**config.mk**
```make
export PLATFORM = sky130hd
export DESIGN_NAME = dpst_cell
export DESIGN_NICKNAME = d
export VERILOG_FILES = /design/src/design/dpst_pkg.sv /design/src/design/dpst_cell.sv
export SDC_FILE = /design/constraint.sdc
export NUM_CORES = 1
export LEC_CHECK = 0
export ABC_AREA = 1
export BUFFER_PORTS_ARGS = -buffer_cell sky130_fd_sc_hd__buf_4
export CORE_MARGIN = 2
export CORE_UTILIZATION = 25
export CTS_CLUSTER_DIAMETER = 120
export CTS_CLUSTER_SIZE = 24
export DETAILED_ROUTE_END_ITERATION = 10
export GPL_TIMING_DRIVEN = 0
export SLEW_MARGIN = 20
export SYNTH_ARGS = -nofsm -noshare
export SYNTH_HDL_FRONTEND = slang
export SYNTH_SLANG_ARGS = --single-unit
```
**constraint.sdc**
```tcl
create_clock -name clk -period 4.11 [get_ports clk]
set_input_delay 1.0275 -clock clk [delete_from_list [all_inputs] [get_ports clk]]
set_output_delay 1.0275 -clock clk [all_outputs]
set_load 0.005 [all_outputs]
```
**src/design/dpst_pkg.sv**
```systemverilog
// Shared types and constants for the dynamic prefix-sum table.
package dpst_pkg;

  localparam int CAPACITY   = 256;
  localparam int VALUE_BITS = 32;
  localparam int IDX_W      = $clog2(CAPACITY);
  localparam int POS_W      = IDX_W + 1;
  localparam int ANSWER_W   = 40;
  localparam int TARGET_W   = 40;
  localparam int ACC_W      = VALUE_BITS + IDX_W;

  typedef enum logic [2:0] {
    OP_READ   = 3'd0,
    OP_WRITE  = 3'd1,
    OP_INSERT = 3'd2,
    OP_ADD    = 3'd3,
    OP_SUB    = 3'd4,
    OP_PREFIX = 3'd5,
    OP_FIND   = 3'd6,
    OP_CLEAR  = 3'd7
  } op_t;

  typedef enum logic [2:0] {
    ST_OK     = 3'd0,
    ST_BADPOS = 3'd1,
    ST_FULL   = 3'd2,
    ST_OVER   = 3'd3,
    ST_UNDER  = 3'd4
  } status_t;

  typedef enum logic [1:0] {
    S_IDLE = 2'd0,
    S_RUN  = 2'd1,
    S_DONE = 2'd2
  } state_t;

  // Request broadcast to every cell; stable while a sweep runs.
  typedef struct packed {
    op_t                   op;
    logic [POS_W-1:0]      pos;
    logic [VALUE_BITS-1:0] operand;
    logic [TARGET_W-1:0]   target;
    logic [POS_W-1:0]      count;
    logic                  act;
  } cmd_t;

  // Sweep token handed from cell to cell.
  typedef struct packed {
    logic                  tok;
    logic [ACC_W-1:0]      acc;
    logic [VALUE_BITS-1:0] carry;
    logic                  found;
    logic [ANSWER_W-1:0]   ans;
    status_t               st;
  } wave_t;

endpackage

```
**src/design/dpst_cell.sv**
```systemverilog
// One table cell: holds one entry and processes the sweep token as it passes.
module dpst_cell (
  input  logic                            clk,
  input  logic                            rst_n,
  input  logic [dpst_pkg::IDX_W-1:0]      idx,
  input  dpst_pkg::cmd_t                  cmd,
  input  dpst_pkg::wave_t                 w_in,
  output dpst_pkg::wave_t                 w_out
);

  logic [dpst_pkg::VALUE_BITS-1:0] val_r, val_nxt;
  dpst_pkg::wave_t                 w_r, w_nxt;
  logic [dpst_pkg::POS_W-1:0]      idx_x;
  logic                            hit, below, live;
  logic [dpst_pkg::VALUE_BITS:0]   sum;
  logic [dpst_pkg::ACC_W-1:0]      acc_n;

  assign idx_x  = {1'b0, idx};
  assign hit    = (idx_x == cmd.pos);
  assign below  = (idx_x < cmd.pos);
  assign live   = (idx_x < cmd.count);
  assign sum    = {1'b0, val_r} + {1'b0, cmd.operand};
  assign acc_n  = w_in.acc + dpst_pkg::ACC_W'(val_r);

  always_comb begin
    val_nxt = val_r;
    w_nxt   = w_in;
    if (w_in.tok && cmd.act) begin
      case (cmd.op)
        dpst_pkg::OP_READ: begin
          if (hit) w_nxt.ans = dpst_pkg::ANSWER_W'(val_r);
        end
        dpst_pkg::OP_WRITE: begin
          if (hit) val_nxt = cmd.operand;
        end
        dpst_pkg::OP_INSERT: begin
          // entries at or above the slot move up by one
          if (!below) begin
            val_nxt     = w_in.carry;
            w_nxt.carry = val_r;
          end
        end
        dpst_pkg::OP_ADD: begin
          if (hit) begin
            if (sum[dpst_pkg::VALUE_BITS]) begin
              val_nxt  = '1;
              w_nxt.st = dpst_pkg::ST_OVER;
            end else begin
              val_nxt = sum[dpst_pkg::VALUE_BITS-1:0];
            end
            w_nxt.ans = dpst_pkg::ANSWER_W'(val_nxt);
          end
        end
        dpst_pkg::OP_SUB: begin
          if (hit) begin
            if (cmd.operand > val_r) begin
              val_nxt  = '0;
              w_nxt.st = dpst_pkg::ST_UNDER;
            end else begin
              val_nxt = val_r - cmd.operand;
            end
            w_nxt.ans = dpst_pkg::ANSWER_W'(val_nxt);
          end
        end
        dpst_pkg::OP_PREFIX: begin
          if (below) w_nxt.acc = acc_n;
        end
        dpst_pkg::OP_FIND: begin
          if (live && !w_in.found) begin
            w_nxt.acc = acc_n;
            if (dpst_pkg::TARGET_W'(acc_n) > cmd.target) begin
              w_nxt.found = 1'b1;
              w_nxt.ans   = dpst_pkg::ANSWER_W'(idx);
            end
          end
        end
        default: ;
      endcase
    end
  end

  always_ff @(posedge clk) begin
    val_r <= val_nxt;
    if (!rst_n) begin
      w_r <= '0;
    end else begin
      w_r <= w_nxt;
    end
  end

  assign w_out = w_r;

endmodule

```
-- Word-level counts from Yosys, hierarchy flattened
Cells that the tools add are included.
- register bits: 149
- output and inout bits: 117
- word-level logic and storage cells: 54
- $add $sub $neg: 3
- $lt $le $gt $ge: 4
- equal/unequal tests: 11
- multiplexer cells: 23
- reduce and logical (&&, ||, !) cells: 6
- operators with widths (cell ; count):
    32-bit 2-to-1 mux ; 8
    40-bit case mux with 4 select lines ; 1
    32-bit case mux with 4 select lines ; 1
    40-bit 2-to-1 mux ; 3
    116-bit 2-to-1 mux ; 1
    43-bit 2-to-1 mux ; 2
    41-bit 2-to-1 mux ; 2
    40-bit case mux with 2 select lines ; 1
    40-bit by 32-bit adder with 40-bit output ; 1
    40-bit greater-than comparator ; 1
    32-bit by 32-bit adder with 33-bit output ; 1
    32-bit greater-than comparator ; 1
    32-bit subtractor ; 1
    8-bit by 9-bit less-than comparator with 1-bit output ; 2
    3-bit == test, second input constant ; 3
    8-bit by 9-bit == test with 1-bit output ; 1
    2-bit != test, second input constant ; 4
    3-bit by 2-bit == test with 1-bit output, second input constant ; 2
    3-bit 2-to-1 mux ; 2
    3-bit case mux with 2 select lines ; 1
    6-bit AND reduction ; 1
    4-bit nonzero test ; 1
    3-bit by 1-bit == test with 1-bit output, second input constant ; 1
    3-bit zero test ; 1
    3 further kinds ; 4

-- Logic depth before layout (Yosys ltp)
- word-level depth: 6
- depth in mapped cells: 28
- mapped depth without buffers: 28

-- Worst setup path before layout
No wires, ideal clock.
- path type: input port to flip-flop
- start point: input port w_in[76] (netlist bit)
- end point: register w_r, in the netlist w_out[14]
- library setup time: 0.132 ns
- data arrival time: 4.080 ns
- required time: 3.978 ns
- path slack: -0.102 ns
- cell stages on the path: 24
- path buffers: 1
- cell sequence: ha_1 fa_1 nand2_1 nand3_1 o21ai_1 o21ai_0 nand2_1 nand3_1 nand2_1 nand3_1 and2_1 ha_1 nand4_1 nor2_1 nand2_1 nor2_1 nand2_1 nand3_1 nand3_1 nand2_2 buf_2 nand3_1 nand2_1 a21oi_1
- longest elaborated chain between the ends: 6
- RTL lines (item ; RTL line ; source):
    start: declaration ; dpst_cell.sv:7 ; input dpst_pkg::wave_t w_in,
    40-bit by 32-bit adder with 40-bit output ; dpst_cell.sv:23 ; assign acc_n = w_in.acc + dpst_pkg::ACC_W'(val_r);
    40-bit greater-than comparator ; dpst_cell.sv:71 ; if (dpst_pkg::TARGET_W'(acc_n) > cmd.target) begin
    41-bit 2-to-1 mux ; dpst_cell.sv:71 ;
    41-bit 2-to-1 mux ; dpst_cell.sv:69 ; if (live && !w_in.found) begin
    40-bit case mux with 4 select lines ; dpst_cell.sv:29 ; case (cmd.op)
    116-bit 2-to-1 mux ; dpst_cell.sv:28 ; if (w_in.tok && cmd.act) begin
    end signal: assignment ; dpst_cell.sv:87 ; w_r <= w_nxt;
    end: declaration ; dpst_cell.sv:12 ; dpst_pkg::wave_t w_r, w_nxt;
Every way passes these cells.
A chain may end at the register's enable or synchronous reset.

-- Worst setup path after layout
- start point: input port w_in[77] (netlist bit)
- end point: register w_r, in the netlist w_out[18]
The elaborated chain is that of the path after synthesis.

==> run_results.csv <==
group,metric,value,unit
cells_and_area,areaGrowthSynthToFinish,34.4,%
clocking,cts_root_buffer,"clkbuf_16",
drt,vias,21000,
clocking,clkLatencyLatePin,0.51,ns
critical_path,critPathArrivalTime,4.41,ns
critical_path,rr_worst_depth,23,
drt,drt.antenna.violating_nets,0,
clocking,clock_path_buffers,2,
synthesis,synth_edf_count,32,
cells_and_area,drive_gt1_frac,0.209,
floorplanning,num_rows,95,
global_routing,globalRouteOverflowTotal,0,
drt,firstDrtPassIters,6,
synthesis,async_reset_ff_frac,0,
synthesis,avgSynthCellArea,5.69,sq um
critical_path,end_kind,"flop",
power,ir_drop,0.000365,V
floorplanning,die_w,265,um
drt,vias_per_cell,4.90,
power,p_leak,11.8,nW
synthesis,ys_warn_count,0,
clocking,cts_buffers,17,
critical_path,cp.required,4.44,ns
cells_and_area,multi_input_area,0.0126,sq mm
critical_path,crit_chain,"buf_4, ha_1, nand3_1, nand3_4, nand2_1, nand2_2, nand2_2, nand3_2, nand2_1, nand3_1, and2_1, ha_4, nand4_1, nor2_1, nand2_2, nor2_2, nand2_1, nand3_2, nand3_4, nand2_8, buf_8, nand3_2, nand2_2, a21oi_4",
sta,hold_slack,0.748,ns
floorplanning,die_y,265,um
clocking,cts_tree,"done",
critical_path,criticalPathCategory,"in2reg",
drt,drc,0,
clocking,cts.clk_slew.worst_paths,0.07,ns
flow_run,max_cap_viol_count,0,
floorplanning,die_area,0.0701,sq mm
global_routing,grt_pass1_wl,123000,um
sta,setup_slack,0.0324,ns
critical_path,cpPeakStageDelay,0.32,ns
synthesis,ys_seq_area_frac,0.194,
sta,hold_violations,0,
cells_and_area,seq_area,0.00330,sq mm
synthesis,synth_area,0.0170,sq mm
sta,finalMaxSlewViolations,0,
sta,worst_slew_margin_rel,0.292,
sta,clock_skew,0.0205,ns
floorplanning,io_pins,338,
outcome,status,"complete, no violations",
power,power_density,238,mW/mm^2
drt,wire_per_inst,20.2,um
global_routing,grt_max_degree,20,
synthesis,syn_nets,3362,
global_routing,grt_use_total,0.238,
worst_hold_path,whs_path_depth,3,
critical_path,crit_fanout,6,
placement,hpwl,72400,um
critical_path,cp_slowest_cell,"ha_1",
sta,fin_crit,4.08,ns
floorplanning,start_util,0.253,
placement,place.gp.congestion,0.986,
sta,rsz0062_at_grt,"yes",
worst_hold_path,hold_class,"in2reg",
synthesis,ys_ff_latch,149,
sta,setup_viol,0,
global_routing,grt_pass1_vias,19700,
synthesis,ys_types,44,
global_routing,antenna_found_initial,1,
drt,drtIter0Drc,1998,
synthesis,synthCells,2987,
sta,clock.fmax,0.245,GHz
placement,dpl_worst_slack,-1.43,ns
cells_and_area,fill_cells,7542,
floorplanning,fp.coreArea,0.0673,sq mm
critical_path,cpMostUsedCell,"nand2_2",
cells_and_area,finalNonFillerCells,4290,
placement,port_buffers,335,
placement,post-place-cells,4196,
sta,worstMarginPinSlew,1.06,ns
synthesis,yosys_most_used_dff,"dfxtp_1",
drt,routed_wirelength,86500,um
critical_path,critPathLaunchType,"input pin",
clocking,cts_sinks,149,
cells_and_area,layout.nets,3777,
sta,finalCritPeriodShare,0.992,
clocking,htreeDepth,4,
==> critical path, delay by kind of cell <==
family / cells / cell delay (ns)
AOI/OAI and AO/OA: 1 / 0.08
and+or+nand+nor: 19 / 2.39
buffers and inverters: 2 / 0.28
adders and majority gates: 2 / 0.61
==> synthesized netlist by cell type (8+ instances only) <==
master / instances / share of area
xor2_1: 23 / 0.012
o21bai_1: 18 / 0.0079
buf_1: 8 / 0.0018
buf_4: 12 / 0.0053
buf_2: 32 / 0.0094
nand2_1: 1039 / 0.23
o2111ai_1: 8 / 0.0041
nor3_1: 19 / 0.0056
nand3_1: 225 / 0.066
a21oi_1: 218 / 0.064
o21ai_1: 15 / 0.0044
nand4_1: 71 / 0.026
nand2_2: 13 / 0.0048
nor2_4: 8 / 0.0053
inv_2: 10 / 0.0022
o21ai_0: 122 / 0.036
edfxtp_1: 32 / 0.057
nor2_2: 14 / 0.0052
inv_1: 461 / 0.10
ha_1: 151 / 0.11
dfxtp_1: 117 / 0.14
and2_1: 16 / 0.0059
clkbuf_1: 36 / 0.0079
nor2_1: 253 / 0.056
o21a_1: 10 / 0.0044
==> path summary, 6_finish.rpt <==
path / start / end / slack (ns)
setup / recovery: w_in[77] / w_out[18] / 0.03
hold / removal: w_in[35] / w_out[35] / 0.75
setup reg to reg: val_r[0] / w_out[18] / 0.07
hold reg to reg: val_r[24] / w_out[68] / 0.78
==> flip-flops by register name, indices dropped and copies added (netlist names) <==
register,count
w_out,117
val_r,32
==> cell type report <==
| type | instances | share of cell area |
|---|---|---|
| inverter | 476 | 0.0782 |
| sequential | 149 | 0.145 |
| clock inverter | 13 | 0.00580 |
| multi-input combinational | 2269 | 0.550 |
| timing repair buffer | 396 | 0.133 |
| clock buffer | 19 | 0.0194 |
| tap | 873 | 0.0478 |
| buffer | 93 | 0.0212 |
| antenna | 2 | 0.000219 |
==> power breakdown <==
part,switching (mW),internal [mW],total [mW]
Combinational,1.33,0.803,2.13
Clock,0.810,0.866,1.68
Sequential,0.0444,1.58,1.62
Total,2.18,3.25,5.43
==> per-stage QoR <==
| stage | area, sq um | power [mW] | TNS (ns) | utilization |
|---|---|---|---|---|
| 5_1_grt | 22800 | 5.70 | -1.44 | 0.340 |
| 2_1_floorplan | 17000 | 2.74 | 0 | - |
| 3_5_place_dp | 20600 | 3.56 | -51.90 | 0.307 |
| 4_1_cts | 21800 | 5.30 | 0 | 0.324 |
| 3_3_place_gp | 20600 | 3.56 | -64.95 | 0.307 |
| 6_report | 22800 | 5.43 | 0 | 0.340 |
==> routing by layer <==
metal	GRT usage	part of all wire	vias to the layer above
met1	0.298	0.41	9682
li1	-	-	10300
met5	0	0	-
met3	0.0336	0.073	150
met4	0.106	0.044	0
met2	0.406	0.48	896
==> cell families (layout without fill, tap and decap cells) <==
logic type      count (synthesis)  count (layout)  share of synthesized area
xor+xnor                       29              29                     0.0149
simple gates                 1677            1677                      0.414
buf+inv                       569             997                      0.132
other cells                     0               2                          0
flops                         149             149                      0.194
fa+ha+maj                     154             154                      0.115
compound gates                409             409                      0.130
==> timing repair <==
| item | CTS | global route |
|---|---|---|
| setup endpoints to repair | 41 | 41 |
| pin swaps | 17 | 52 |
| setup buffers | 23 | 36 |
| gates resized for setup | 92 | 166 |
| cloned | 1 | 1 |
| hold buffers | 0 | 0 |
==> layout by cell type (no fill, tap or decap), types with 14 or more instances in the layout <==
master     count
nor2_2        35
nand4_1       71
buf_2         31
nor2_1       221
ha_1         116
nand3_1      208
nand3_2       14
a21oi_1      190
clkbuf_16     18
o21ai_1       20
ha_4          35
nand2_1      993
dfxtp_1      117
buf_4        401
a21oi_2       26
o21ai_0      112
inv_2         15
nor2_4        19
nor3_1        16
xor2_1        23
inv_1        456
edfxtp_1      32
o21bai_1      15
clkbuf_1      37
nand2_2       49
No activity file was read; power rests on OpenSTA's default activity.
